--- src/sv/qsud_pkg.sv ---
// Shared types and helpers for the quoted string unescape decoder.
// Used by qsud_decode and quoted_string_unescape_decoder; no dependencies.
`default_nettype none

package qsud_pkg;

    // result kinds
    localparam logic [1:0] KIND_DATA     = 2'd0;
    localparam logic [1:0] KIND_DONE     = 2'd1;
    localparam logic [1:0] KIND_BAD_OPEN = 2'd2;
    localparam logic [1:0] KIND_BAD_ESC  = 2'd3;

    localparam logic [7:0] CH_BSL    = 8'h5C;  // backslash
    localparam logic [7:0] CH_SQUOTE = 8'h27;
    localparam logic [7:0] CH_DQUOTE = 8'h22;
    localparam logic [7:0] CH_LOW_X  = 8'h78;
    localparam logic [7:0] CH_LOW_U  = 8'h75;
    localparam logic [7:0] CH_UP_U   = 8'h55;
    localparam logic [7:0] CH_ZERO   = 8'h30;

    // result queue depth, two slots per transfer plus slack
    localparam int unsigned QDEPTH = 4;

    typedef enum logic [1:0] {
        MODE_IDLE = 2'd0,
        MODE_RAW  = 2'd1,
        MODE_ESC  = 2'd2
    } t_mode;

    typedef enum logic [1:0] {
        PH_NONE = 2'd0,
        PH_BSL  = 2'd1,
        PH_HEX  = 2'd2,
        PH_OCT  = 2'd3
    } t_phase;

    typedef struct packed {
        logic [7:0] ch;
        logic       is_first;
        logic       is_last;
    } t_in_item;

    typedef struct packed {
        logic [7:0] out_byte;
        logic [1:0] kind;
        logic       run_end;
    } t_out_item;

    typedef struct packed {
        t_mode      mode;
        t_phase     phase;
        logic [1:0] digit_count;    // octal digits taken so far
        logic [3:0] digits_needed;  // hex digits still to come
        logic [7:0] acc;            // partial octal value or high hex nibble
        logic       err;
    } t_state;

    // 5-bit value, 16 means not a hex digit
    function automatic logic [4:0] hex_value(input logic [7:0] c);
        logic [4:0] v;
        v = 5'd16;
        if (c inside {[8'h30:8'h39]}) begin
            v = {1'b0, c[3:0]};
        end else if (c inside {[8'h61:8'h66], [8'h41:8'h46]}) begin
            v = 5'd9 + {2'b00, c[2:0]};
        end
        return v;
    endfunction

    function automatic logic [7:0] simple_escape(input logic [7:0] c);
        logic [7:0] b;
        case (c)
            8'h62:   b = 8'h08;  // b
            8'h66:   b = 8'h0C;  // f
            8'h6E:   b = 8'h0A;  // n
            8'h72:   b = 8'h0D;  // r
            8'h74:   b = 8'h09;  // t
            8'h61:   b = 8'h07;  // a
            8'h76:   b = 8'h0B;  // v
            default: b = c;
        endcase
        return b;
    endfunction

endpackage

`default_nettype wire

--- src/sv/qsud_decode.sv ---
// Next-state and result logic for one character of a quoted literal.
// Purely combinational; depends on qsud_pkg.
`default_nettype none

module qsud_decode
    import qsud_pkg::*;
(
    input  wire t_state    i_state,
    input  wire t_in_item  i_item,
    output t_state         o_state,
    output t_out_item      o_res0,
    output t_out_item      o_res1,
    output logic [1:0]     o_count
);

    t_state     s;
    t_out_item  res [2];
    logic [1:0] cnt;
    logic [7:0] c;
    logic       last;
    logic       plain;
    logic [4:0] hv;
    logic       is_oct;

    always_comb begin
        s      = i_state;
        res[0] = '0;
        res[1] = '0;
        cnt    = 2'd0;
        c      = i_item.ch;
        last   = i_item.is_last;
        plain  = 1'b0;
        hv     = hex_value(c);
        is_oct = c inside {[8'h30:8'h37]};

        if (i_item.is_first) begin
            s = '0;
            if (c == CH_SQUOTE) begin
                s.mode = MODE_RAW;
            end else if (c == CH_DQUOTE) begin
                s.mode = MODE_ESC;
            end else begin
                res[cnt[0]].kind = KIND_BAD_OPEN;
                cnt = cnt + 2'd1;
            end
            if (s.mode != MODE_IDLE && last) begin
                res[cnt[0]].kind = KIND_DONE;
                cnt = cnt + 2'd1;
                s = '0;
            end
        end else if (s.mode == MODE_IDLE) begin
            // stray character outside a string
        end else if (s.err) begin
            if (last) begin
                s = '0;
            end
        end else if (s.mode == MODE_RAW) begin
            if (last) begin
                res[cnt[0]].kind = KIND_DONE;
                cnt = cnt + 2'd1;
                s = '0;
            end else begin
                res[cnt[0]].out_byte = c;
                cnt = cnt + 2'd1;
            end
        end else begin
            if (s.phase == PH_OCT) begin
                if (!last && is_oct && s.digit_count != 2'd3) begin
                    s.acc = {s.acc[4:0], c[2:0]};
                    if (s.digit_count == 2'd2) begin
                        res[cnt[0]].out_byte = s.acc;
                        cnt = cnt + 2'd1;
                        s.phase = PH_NONE;
                        s.digit_count = 2'd0;
                        s.acc = '0;
                    end else begin
                        s.digit_count = s.digit_count + 2'd1;
                    end
                end else begin
                    // non-octal or last char ends escape; then handled normally
                    res[cnt[0]].out_byte = s.acc;
                    cnt = cnt + 2'd1;
                    s.phase = PH_NONE;
                    s.digit_count = 2'd0;
                    s.acc = '0;
                    plain = 1'b1;
                end
            end else if (s.phase == PH_HEX) begin
                if (last || hv[4]) begin
                    res[cnt[0]].kind = KIND_BAD_ESC;
                    cnt = cnt + 2'd1;
                    if (last) begin
                        s = '0;
                    end else begin
                        s.err = 1'b1;
                    end
                end else begin
                    if (!s.digits_needed[0]) begin
                        s.acc = {4'd0, hv[3:0]};
                    end else begin
                        res[cnt[0]].out_byte = {s.acc[3:0], hv[3:0]};
                        cnt = cnt + 2'd1;
                        s.acc = '0;
                    end
                    s.digits_needed = s.digits_needed - 4'd1;
                    if (s.digits_needed == 4'd0) begin
                        s.phase = PH_NONE;
                    end
                end
            end else if (s.phase == PH_BSL) begin
                if (last) begin
                    res[cnt[0]].kind = KIND_BAD_ESC;
                    cnt = cnt + 2'd1;
                    s = '0;
                end else begin
                    s.phase = PH_NONE;
                    s.acc = '0;
                    if (c == CH_LOW_X || c == CH_LOW_U || c == CH_UP_U) begin
                        s.phase = PH_HEX;
                        s.digits_needed = (c == CH_LOW_X) ? 4'd2 :
                                          (c == CH_LOW_U) ? 4'd4 : 4'd8;
                    end else if (is_oct) begin
                        s.phase = PH_OCT;
                        s.acc = c - CH_ZERO;
                        s.digit_count = 2'd1;
                    end else begin
                        res[cnt[0]].out_byte = simple_escape(c);
                        cnt = cnt + 2'd1;
                    end
                end
            end else begin
                plain = 1'b1;
            end

            if (plain) begin
                if (last) begin
                    res[cnt[0]].kind = KIND_DONE;
                    cnt = cnt + 2'd1;
                    s = '0;
                end else if (c == CH_BSL) begin
                    s.phase = PH_BSL;
                end else begin
                    res[cnt[0]].out_byte = c;
                    cnt = cnt + 2'd1;
                end
            end
        end

        if (cnt == 2'd1) begin
            res[0].run_end = 1'b1;
        end else if (cnt == 2'd2) begin
            res[1].run_end = 1'b1;
        end

        o_state = s;
        o_res0  = res[0];
        o_res1  = res[1];
        o_count = cnt;
    end

endmodule

`default_nettype wire

--- src/sv/quoted_string_unescape_decoder.sv ---
// Top level of the quoted string unescape decoder: state register, decode
// logic and a small result queue. Depends on qsud_pkg and qsud_decode.
//
//  channel   direction  payload      valid     stall
//  input     in         i_data       i_valid   o_stall
//  result    out        o_data       o_valid   i_stall
//
// One character is taken per cycle while o_stall is low; its results (zero,
// one or two) are written into a four-entry queue in that same cycle and leave
// one per cycle while i_stall is low. A result can be taken the cycle after its
// character's transfer. Input stalls only while the queue holds more than two
// results, i.e. while the output side is backed up. Synchronous active-low
// reset returns to idle and empties the queue.
`default_nettype none

module quoted_string_unescape_decoder
    import qsud_pkg::*;
(
    input  wire        i_clk,
    input  wire        i_rst_n,
    input  wire        i_valid,
    input  wire t_in_item i_data,
    output logic       o_stall,
    output logic       o_valid,
    output t_out_item  o_data,
    input  wire        i_stall
);

    localparam int unsigned PW = $clog2(QDEPTH);

    t_state        r_state;
    t_state        n_state;
    t_out_item     res0;
    t_out_item     res1;
    logic [1:0]    res_cnt;
    t_out_item     r_q [QDEPTH];
    logic [PW-1:0] r_rd;
    logic [PW-1:0] r_wr;
    logic [PW:0]   r_cnt;
    logic          in_xfer;
    logic          out_xfer;
    logic [1:0]    push;

    qsud_decode u_decode (
        .i_state (r_state),
        .i_item  (i_data),
        .o_state (n_state),
        .o_res0  (res0),
        .o_res1  (res1),
        .o_count (res_cnt)
    );

    assign o_stall  = r_cnt > (PW+1)'(QDEPTH - 2);
    assign o_valid  = r_cnt != '0;
    assign o_data   = r_q[r_rd];
    assign in_xfer  = i_valid && !o_stall;
    assign out_xfer = o_valid && !i_stall;
    assign push     = in_xfer ? res_cnt : 2'd0;

    always_ff @(posedge i_clk) begin
        if (!i_rst_n) begin
            r_state <= '0;
            r_rd    <= '0;
            r_wr    <= '0;
            r_cnt   <= '0;
        end else begin
            if (in_xfer) begin
                r_state <= n_state;
            end
            if (out_xfer) begin
                r_rd <= r_rd + PW'(1);
            end
            r_wr  <= r_wr + PW'(push);
            r_cnt <= r_cnt + (PW+1)'(push) - (PW+1)'(out_xfer);
        end
    end

    always_ff @(posedge i_clk) begin
        if (push != 2'd0) begin
            r_q[r_wr] <= res0;
        end
        if (push == 2'd2) begin
            r_q[r_wr + PW'(1)] <= res1;
        end
    end

    a_cnt_bound: assert property (@(posedge i_clk) disable iff (!i_rst_n)
        r_cnt <= (PW+1)'(QDEPTH))
        else $error("result queue overfilled");

    a_room_on_xfer: assert property (@(posedge i_clk) disable iff (!i_rst_n)
        in_xfer |-> r_cnt <= (PW+1)'(QDEPTH - 2))
        else $error("transfer accepted without room for two results");

    a_idle_clean: assert property (@(posedge i_clk) disable iff (!i_rst_n)
        r_state.mode == MODE_IDLE |-> (r_state.phase == PH_NONE && !r_state.err))
        else $error("escape state left over while idle");

    a_hex_count: assert property (@(posedge i_clk) disable iff (!i_rst_n)
        r_state.phase == PH_HEX |-> r_state.digits_needed != 4'd0)
        else $error("hex escape with no digits due");

    a_oct_count: assert property (@(posedge i_clk) disable iff (!i_rst_n)
        r_state.phase == PH_OCT |-> (r_state.digit_count == 2'd1 ||
                                     r_state.digit_count == 2'd2))
        else $error("octal digit count out of range");

endmodule

`default_nettype wire
--- config.mk ---
export PLATFORM = sky130hd
export DESIGN_NAME = quoted_string_unescape_decoder
export DESIGN_NICKNAME = d
export VERILOG_FILES = /design/src/sv/qsud_pkg.sv /design/src/sv/qsud_decode.sv /design/src/sv/quoted_string_unescape_decoder.sv
export SDC_FILE = /design/constraint.sdc
export NUM_CORES = 1
export LEC_CHECK = 0
export BUFFER_PORTS_ARGS = -buffer_cell sky130_fd_sc_hd__buf_2
export CELL_PAD_IN_SITES_DETAIL_PLACEMENT = 1
export CELL_PAD_IN_SITES_GLOBAL_PLACEMENT = 2
export CORE_MARGIN = 2
export CORE_UTILIZATION = 40
export CTS_BUF_LIST = sky130_fd_sc_hd__clkbuf_4 sky130_fd_sc_hd__clkbuf_8
export DETAILED_ROUTE_END_ITERATION = 6
export GPL_ROUTABILITY_DRIVEN = 0
export PLACE_DENSITY_LB_ADDON = 0.05
export SETUP_SLACK_MARGIN = 0.05
export SYNTH_ARGS = -nofsm -noshare
export SYNTH_HDL_FRONTEND = slang
export SYNTH_SLANG_ARGS = --single-unit
--- constraint.sdc ---
create_clock -name i_clk -period 12.92 [get_ports i_clk]
set_clock_uncertainty 0.15 [all_clocks]
set_input_delay 0.646 -clock i_clk [delete_from_list [all_inputs] [get_ports i_clk]]
set_output_delay 0.646 -clock i_clk [all_outputs]
set_load 0.03 [all_outputs]
* After elaboration in Yosys (flattened, before gate mapping) *
Memories as Yosys holds them, arrays and structs flattened. A register that Yosys moved wholly into a read port is not among the register bits.
Cells that the tools add are included.

cells by class
  $add $sub $neg = 11
  multipliers = 0
  div/mod/pow operators = 0
  magnitude comparators = 12
  equality and inequality tests = 25
  shift-type cells = 0
  mux-type cells = 136
  bitwise logic cells = 2
  reduce and logical (&&, ||, !) cells = 25

operators by type and width
  cell                                                                                  number
  19-bit two-way mux                                                                    10
  22-bit two-way mux                                                                    7
  8-bit two-way mux                                                                     18
  2-bit two-way mux                                                                     49
  8-bit by 7-bit equality test with 1-bit output (second input constant)                11
  22-bit bitwise mux                                                                    3
  8-bit case mux with 7 select lines                                                    1
  11-bit demux with 1-bit select                                                        3
  4-bit two-way mux                                                                     8
  10-bit two-way mux                                                                    3
  1-bit two-way mux                                                                     24
  12-bit two-way mux                                                                    2
  18-bit two-way mux                                                                    1
  8-bit by 6-bit equality test with 1-bit output (second input constant)                2
  8-bit by 7-bit greater-or-equal comparator with 1-bit output (second input constant)  2
  8-bit by 6-bit less-or-equal comparator with 1-bit output (second input constant)     2
  8-bit by 7-bit less-or-equal comparator with 1-bit output (second input constant)     2
  16-bit two-way mux                                                                    1
  15-bit two-way mux                                                                    1
  1-bit logical AND                                                                     11
  11-bit two-way mux                                                                    1
  2-bit by 1-bit adder with 2-bit output (second input constant)                        5
  2-bit equality test (second input constant)                                           5
  5-bit two-way mux                                                                     2
  23 further kinds                                                                      37

word-level totals
  flip-flop bits (word level) = 26
  latch bits = 0
  bits in writable memories = 44
  ROM bits = 0
  bits of input ports = 14
  output and inout bits = 13
  word-level logic and storage cells = 221
  memories kept = 1

memory list
  memory  words  width  rd ports  clocked after Yosys merged registers in  write ports  RTL line                              text
  r_q     4      11     1         1                                        2            quoted_string_unescape_decoder.sv:36  t_out_item r_q [QDEPTH];

* Longest topological paths before layout *
Gate-level depths: netlist of the first run.

  depth in word-level cells = 28
  mapped depth = 22
  gate-level depth less buffers = 20

* Cells and area by module *
A second synthesis of the first run with hierarchy kept.

second synthesis, totals
  cells, all modules = 681
  area total of the unflattened synthesis = 6187.2 sq um

by module, submodules not included
  module                          instances  cells an instance  area an instance (sq um)  seq. area each (sq um)
  quoted_string_unescape_decoder  1          256                3488.3                    1881.8
  qsud_decode                     1          425                2698.8                    0.0

* Worst setup path before layout of the first run *
OpenSTA, ideal clock, no wires.

  path type = input -> register
  start point = input i_data[3] (netlist name)
  end point = memory r_q[1][0] (netlist name), enable pin
  setup time = 0.393 ns
  arrival time = 4.624 ns
  data required time = 12.377 ns
  setup slack = 7.753 ns
  stages on the path = 18
  path buffers = 2
  cells stage by stage = clkbuf_1 > inv_1 > ha_1 > or4b_1 > o2111ai_1 > or3_1 > a31oi_1 > nor2_1 > nor2_1 > nor2_1 > ha_1 > nor2b_1 > mux2i_1 > o221ai_1 > o21ai_4 > buf_2 > mux2i_1 > nor3_1

RTL lines
  item         RTL line                              text
  from (decl)  quoted_string_unescape_decoder.sv:22  input wire t_in_item i_data,
  to (decl)    quoted_string_unescape_decoder.sv:36

==> flow_summary.ini, run 1 <==
[outcome]
status = complete, no violations

[global_routing]
grtUsageMet3_pct = 3.56
grt_pass1_vias = 4871
gr-usage-met2_pct = 44.7
grt_pass1_wl_um = 28200
grt_overflow = 0
antenna_found_initial = 0
grt_usage_pct = 25.9
grt_max_degree = 36
grt_use_met1_pct = 33.4
busiest_layer = met2

[cts]
cts_hold_buf = 0
cts_resized = 0
cts_sinks = 72
clock_latency_ps = 390
h-tree-depth = 3
root_buffer = clkbuf_8
post-cts-setup-buffers = 0
clkTransAtPathRegs_ps = 90
cts_buffers = 9
clk_path_buf_depth = 2
cts_tree = done

[sta]
finalSetupTns_ps = 0
max_freq_mhz = 174
drv_slew = 0
grt_setup_unrepaired = false
setup_ws_ps = 7180
hold_viol = 0
fin_crit_sh_pct = 44.4
slew_headroom_pct = 21.2
worst_slew_pin_slew_ps = 1180
setup_viol = 0
fin_crit_ps = 5740

[yosys]
ys_warn_count = 0
synth_edf_count = 44
netlist.area_leader.share_pct = 24.7
ys_types = 76
yosys.area.top_type = edfxtp_1
synth.yosys.seq_area_share_pct = 35.2
ys_ff_latch = 72
syn_area_sq_um = 5350
synth_area_leaders = edfxtp_1, dfxtp_1, mux2i_1
syn_avg_cell_area_sq_um = 9.05
synth-async-reset-ratio_pct = 0
syn-num-nets = 626
synth_cells = 591
ys.flop_type = edfxtp_1

[floorplan]
die_h_um = 120
dieArea_sq_um = 14300
rows = 42
initial_core_util_pct = 40.7
core-area_sq_um = 13100
io_pins = 27
die_w_um = 120

[final_layout]
area_growth_pct = 7.27
final_common_cell = nand2_1
layout_common_cells = nand2_1, nor2_1, edfxtp_1, mux2i_1, a21oi_1
nets = 626
diodes = 0
drive_above_1_share_pct = 12.2

[route]
drt_pass1_iterations = 5
drt_iter0_drc = 360
wl_per_cell_um = 23.6
vias_per_cell = 6.23
finalWirelength_um = 18200
ant_nets = 0
drc = 0
vias = 4809

[worst_setup_path]
endpoint = r_q[3][6]
critPathMaxFanout = 18
reg2reg_slack_ps = 7980
cp-start-kind = input pin
crit_required_ps = 12910
cp-startpoint = i_data[2]
r2r_cells = 15
crit_type = input pin to flop
worst_setup_path_end_kind = flop
r2r_start = r_state[15]
cp.arrival_ps = 5730
timing.rr.end = r_q[3][6]

[power_and_ir_drop]
power.density_nw_per_um2 = 108
ir_drop_mv = 0.0429
p_leak_nw = 2.07

[placed_design]
dp_hpwl_um = 13900
dp_slack_ps = 6830
portBuffers = 26

[job]
maxCapViolCount = 0

[min_path]
hold_path.class = flop to flop
## critical path, stage by stage
cell      delay, ps
buf_2           300
ha_1            330
nand3b_1        230
o32ai_1         820
a21oi_1         250
o31ai_4         360
nor2_1          160
nor2_1          130
nor2_1           60
ha_1            310
nor2b_1         140
mux2i_1         170
o221ai_1        200
o21ai_4         440
nand4_1         630
mux2_1          520
## Yosys cell counts, types with 8 or more instances
master / n
edfxtp_1: 44
a22oi_1: 12
a21oi_1: 33
nor2b_1: 9
nand4_1: 8
clkbuf_1: 25
inv_1: 25
mux2i_1: 34
mux4_2: 11
nor2_1: 55
and2_1: 12
o21ai_0: 32
ha_1: 20
nand3_1: 14
dfxtp_1: 28
nor3_1: 8
nand2_1: 56
a31oi_1: 16
## cell type report
class | instances | area [sq um]
Fill cell | 1563 | 7400
Sequential cell | 72 | 1880
Clock inverter | 7 | 70.1
Timing Repair Buffer | 31 | 168
Tap cell | 176 | 220
Clock buffer | 9 | 124
Multi-Input combinational cell | 451 | 3180
Inverter | 26 | 97.6
## registers in the layout, indices dropped and copies added (netlist names), named ones only
signal   cells
r_cnt        3
r_q         44
r_rd         2
r_state     19
r_wr         2
## logic make-up after synthesis
logic type,after synthesis,synth area share [%]
DFF,72,35.2
buffers and inverters,68,5.42
muxes,50,12.0
AOI/OAI and AO/OA,167,21.6
and+or+nand+nor,203,19.1
xor gates and xnor gates,10,1.64
adders and majority gates,21,5.05
## power breakdown
group	internal, mW	leakage [nW]	switching, mW	total [mW]
logic	0.0613	1.34	0.0993	0.161
clock network	0.0888	0.0893	0.0986	0.187
registers	0.255	0.648	0.0173	0.272
## per-layer routing
metal,share of wire (%),vias to the layer above
met4,2.6,0
met1,45,2435
met5,0,-
met2,50,121
met3,2.7,32
li1,-,2221
## stage by stage
stage	total power [mW]	hold slack, ps	cells	util [%]	area (sq um)
floorplan	0.395	304	591	-	5350
global placement	0.434	340	756	42.2	5550
detailed placement	0.440	349	756	42.2	5550
CTS	0.625	363	772	43.7	5740
global route	0.646	390	772	43.7	5740
finish	0.620	351	772	43.7	5740
## how the worst min path moves through the flow
stage	from	cells after the start	endpoint	slack, ps
2_1_floorplan	r_state[14]	2	r_state[14]	300
3_3_place_gp	r_state[10]	2	r_state[10]	340
3_5_place_dp	r_state[10]	2	r_state[10]	350
4_1_cts	r_state[10]	2	r_state[10]	360
5_1_grt	r_state[10]	2	r_state[10]	390
6_report	r_state[10]	2	r_state[10]	350
No activity file was read; power rests on OpenSTA's default activity.
==> inputs of run 2 (changes only) <==
clock period = 5.6 ns   (was 12.92 ns; I/O delays follow)
==> run 2 against run 1 <==
Effect of this change:
- clock power grew to 2.8 times the previous value
- largest power group unchanged
- non-clock buffer count up 11
- critical path depth is 5 higher
==> flow_summary.ini, run 2 (synthesis results as in run 1) <==
[sta]
fin_crit_sh_pct = 83.2
worst_slew_pin_slew_ps = 766
grt_setup_unrepaired = false
max_freq_mhz = 215
hold_viol = 0
slew_headroom_pct = 48.9
fin_crit_ps = 4660
drv_slew = 0
setup_viol = 0
whs_ps = 124
finalSetupTns_ps = 0

[final_layout]
finalNonFillerCells = 783
largestRegisters = r_q: 44 flops, r_state: 19 flops, r_cnt: 3 flops
nets = 637
fillCellCount = 1559
largest_reg_flops = 44
final_common_cell = nand2_1
area_growth_pct = 9.73
layout_common_cells = nand2_1, nor2_1, edfxtp_1, mux2i_1, a21oi_1
top_register = r_q
diodes = 0
post-route-util_pct = 44.7
drive_above_1_share_pct = 13.8

[job]
maxCapViolCount = 0

[global_routing]
grt_pass1_wl_um = 29200
antenna_found_initial = 0
grt_overflow = 0
grt_pass1_vias = 5167
grt_usage_pct = 26.7
grt_max_degree = 35

[floorplan]
dieArea_sq_um = 14300
io_pins = 27
die_w_um = 120
rows = 42
initial_core_util_pct = 40.7
core-area_sq_um = 13100
die_h_um = 120

[cts]
clkTransAtPathRegs_ps = 90
post-cts-setup-buffers = 0
clk_path_buf_depth = 2
h-tree-depth = 3
cts_hold_buf = 0
cts_tree = done
root_buffer = clkbuf_8
clock_latency_ps = 390
cts_buffers = 9
cts_sinks = 72
cts_resized = 0

[worst_setup_path]
crit_chain = buf_2 > inv_1 > ha_1 > nand3b_1 > o32ai_1 > a21oi_1 > o31ai_4 > nor2_1 > nor2_1 > nor2_1 > ha_1 > nor2b_1 > mux2i_1 > o221ai_1 > o21ai_4 > nor2_1 > xor2_1 > ha_1 > fa_1 > xnor2_1 > nor2_1
cp_slowest_cell = o32ai_1
timing.rr.end = r_cnt[2]
cp.arrival_ps = 4770
r2r_cells = 19
worst_setup_path_end_kind = flop
reg2reg_slack_ps = 1360
cp-start-kind = input pin
slowest_delay_ps = 590
worst-path-stages = 21
cp_top_family = compound AO/OA/AOI/OAI gates
critPathMaxFanout = 18
crit_required_ps = 5710
crit_top_cell = nor2_1
crit_type = input pin to flop
cp_num_buf_inv = 2
r2r_start = r_state[15]

[outcome]
status = complete, no violations

[min_path]
hold_path_depth = 3
holdPathEnd = r_state[0]
min_from = i_rst_n
hold_path.class = input pin to flop

[route]
drt_pass1_iterations = 5
vias = 4841
drc = 0
wl_per_cell_um = 23.4
vias_per_cell = 6.18
drt_iter0_drc = 457
ant_nets = 0
finalWirelength_um = 18300

[power_and_ir_drop]
ir_drop_mv = 0.137
p_leak_nw = 2.16
power.density_nw_per_um2 = 259

[placed_design]
dp.cells = 767
dp_hpwl_um = 13700
portBuffers = 26
[run 2: report_power, final]
| part | internal (mW) | leakage [nW] | switching [mW] |
|---|---|---|---|
| combinational | 0.142 | 1.39 | 0.225 |
| sequential | 0.588 | 0.648 | 0.0396 |
| clock | 0.297 | 0.117 | 0.230 |
[run 2: metal layers]
layer  vias to the layer above  track usage (%)  share of wire [%]
met5                         -                0                  0
met4                         0             10.8                3.0
li1                       2249                -                  -
met2                       163             46.9                 50
met1                      2383             33.1                 42
met3                        46             3.37                4.9
[run 2: tightest hold or removal path, cell delays in order]
cell and delay (ps):
buf_2 180, o21ai_0 100, nor2_1 50
[run 2: worst max-delay path by stage]
stage,start,endpoint,slack (ps)
6_report,i_data[3],r_cnt[2],940
3_3_place_gp,i_data[3],r_cnt[2],740
5_1_grt,i_data[3],r_cnt[2],460
3_5_place_dp,i_data[3],r_cnt[2],550
2_1_floorplan,i_data[3],r_q[1][0],800
4_1_cts,i_data[3],r_cnt[2],960
[run 2: metrics by stage]
step | instance area [sq um] | total power [mW] | setup WS, ps
3_5_place_dp | 5630 | 1.01 | 554
5_1_grt | 5870 | 1.59 | 457
3_3_place_gp | 5630 | 1.00 | 741
4_1_cts | 5870 | 1.53 | 956
6_report | 5870 | 1.52 | 941
2_1_floorplan | 5350 | 0.911 | 799
[run 2: cell type report]
type	instances	area, sq um	area share [%]
Multi-Input combinational cell	451	3180	54.1
Clock inverter	7	119	2.02
Sequential cell	72	1880	32.0
Inverter	26	97.6	1.66
Tap cell	176	220	3.75
Timing Repair Buffer	42	250	4.26
Clock buffer	9	124	2.11
==> inputs of run 3 (changes only) <==
clock period = 4.44 ns   (was 5.6 ns; I/O delays follow)
==> run 3 against run 2 <==
Effect of this change:
- critical path depth shrank 4
- sequential cell count is the same
- die area unchanged
- critical endpoint is now r_q[3][0]
- utilization rose by 2.1 points
==> flow_summary.ini, run 3 (synthesis results as in run 1) <==
[outcome]
status = complete, no violations

[global_routing]
grt_pass1_wl_um = 30000
grt_usage_pct = 27.4
grt_use_met1_pct = 34.1
antenna_found_initial = 0
grt_max_degree = 34
gr-usage-met2_pct = 48.0
busiest_layer = met2
grtUsageMet3_pct = 3.75
grt_pass1_vias = 5344
grt_overflow = 0

[final_layout]
largest_reg_flops = 44
fillCellCount = 1544
finalNonFillerCells = 824
layout_common_cells = nand2_1, buf_4, nor2_1, edfxtp_1, mux2i_1
nets = 678
diodes = 0
area_growth_pct = 14.9
drive_above_1_share_pct = 19.3
largestRegisters = r_q: 44 flops, r_state: 19 flops, r_cnt: 3 flops
top_register = r_q

[sta]
fin_crit_sh_pct = 91.4
max_freq_mhz = 247
grt_setup_unrepaired = false
fin_crit_ps = 4060
worst_slew_pin_slew_ps = 1080
setup_viol = 0
slew_headroom_pct = 27.4
hold_viol = 0
drv_slew = 0
finalSetupTns_ps = 0

[worst_setup_path]
crit_type = input pin to flop
cp-start-kind = input pin
crit_required_ps = 4280
critPathMaxFanout = 11
worst_setup_path_end_kind = flop
r2r_cells = 14
timing.rr.end = r_q[3][0]
r2r_start = r_state[16]
reg2reg_slack_ps = 420
cp.arrival_ps = 3900

[cts]
clock_latency_ps = 370
cts_sinks = 72
h-tree-depth = 3
clk_path_buf_depth = 2
cts_resized = 0
cts_hold_buf = 0
post-cts-setup-buffers = 0
root_buffer = clkbuf_8
cts_tree = done
clkTransAtPathRegs_ps = 80
cts_buffers = 9

[placed_design]
dp_hpwl_um = 14600
portBuffers = 26
dp.cells = 808

[route]
finalWirelength_um = 18800
vias_per_cell = 6.03
wl_per_cell_um = 22.9
drc = 0
drt_pass1_iterations = 4
ant_nets = 0
vias = 4967
drt_iter0_drc = 424

[power_and_ir_drop]
p_clk_share_pct = 29.8
pwr-share-comb_pct = 26.8
p_int_mw = 1.20
switching_share_pct = 34.5
ir_drop_mv = 0.161
power.density_nw_per_um2 = 297
p_leak_nw = 2.34
power_frac_seq_pct = 43.4
p_switching_mw = 0.630

[floorplan]
die_w_um = 120
rows = 42
io_pins = 27
core-area_sq_um = 13100
initial_core_util_pct = 40.7
die_h_um = 120
dieArea_sq_um = 14300

[min_path]
min_from = i_rst_n
holdPathEnd = r_state[0]
hold_path_depth = 3
hold_path.class = input pin to flop

[job]
maxCapViolCount = 0
run 3: cell count changes in the layout (fill, tap and decap cells not counted):
cell       delta
clkinv_1      +1
buf_12        +1
nor3_1        -1
buf_4        +40
clkinv_4      +1
bufinv_16     -2
nor3_2        +1
run 3: worst max-delay path by stage:
stage	cells past startpoint	endpoint	start	slack, ps
after floorplan	22	r_cnt[2]	i_data[3]	50
after global placement	19	r_q[3][9]	i_data[3]	110
after detailed placement	19	r_q[3][9]	i_data[3]	20
after CTS	17	r_q[3][0]	i_data[3]	390
after global routing	17	r_q[3][6]	i_data[6]	70
final	17	r_q[3][0]	i_data[3]	380
run 3: metal layers:
metal	wire length [um]	share of wire [%]
met1	8280	44
met2	9490	50
met5	0	0
met3	615	3.3
met4	449	2.4
run 3: area by class of cell:
cell class	count	area, sq um	area share (%)
clock buffers	9	124	2.01
clock inverters	7	71.3	1.16
inverters	26	97.6	1.59
multi-input cells	451	3180	51.8
flip-flops and latches	72	1880	30.6
well taps	176	220	3.58
repair buffers	83	571	9.28
run 3: stage by stage:
| step | area [sq um] | hold WS [ps] | setup slack [ps] | power, mW | util, % |
|---|---|---|---|---|---|
| 2_1_floorplan | 5360 | 304 | 53.1 | 1.15 | - |
| 3_3_place_gp | 5950 | 327 | 111 | 1.29 | 45.3 |
| 3_5_place_dp | 5950 | 338 | 24.5 | 1.30 | 45.3 |
| 4_1_cts | 6150 | 56.3 | 388 | 1.85 | 46.8 |
| 5_1_grt | 6150 | 80.9 | 68.9 | 1.91 | 46.8 |
| 6_report | 6150 | 65.2 | 384 | 1.83 | 46.8 |
run 3: power by group through the flow:
stage	registers, mW	clock network (mW)	logic (mW)
after floorplan	0.770	0	0.380
after global placement	0.807	0	0.483
after detailed placement	0.811	0	0.492
after CTS	0.796	0.558	0.494
after global routing	0.803	0.579	0.530
final	0.792	0.545	0.489
run 3: critical path, cell delays in order:
cell	delay (ps)
buf_2	100
inv_1	100
ha_1	190
or4b_1	480
o2111ai_1	290
or3_1	160
a31oi_1	120
nor2_1	200
nor2_1	60
nor2_1	100
ha_1	230
nor2b_1	140
mux2i_1	140
o221ai_1	190
o21ai_4	210
mux2i_1	110
nor2_1	850
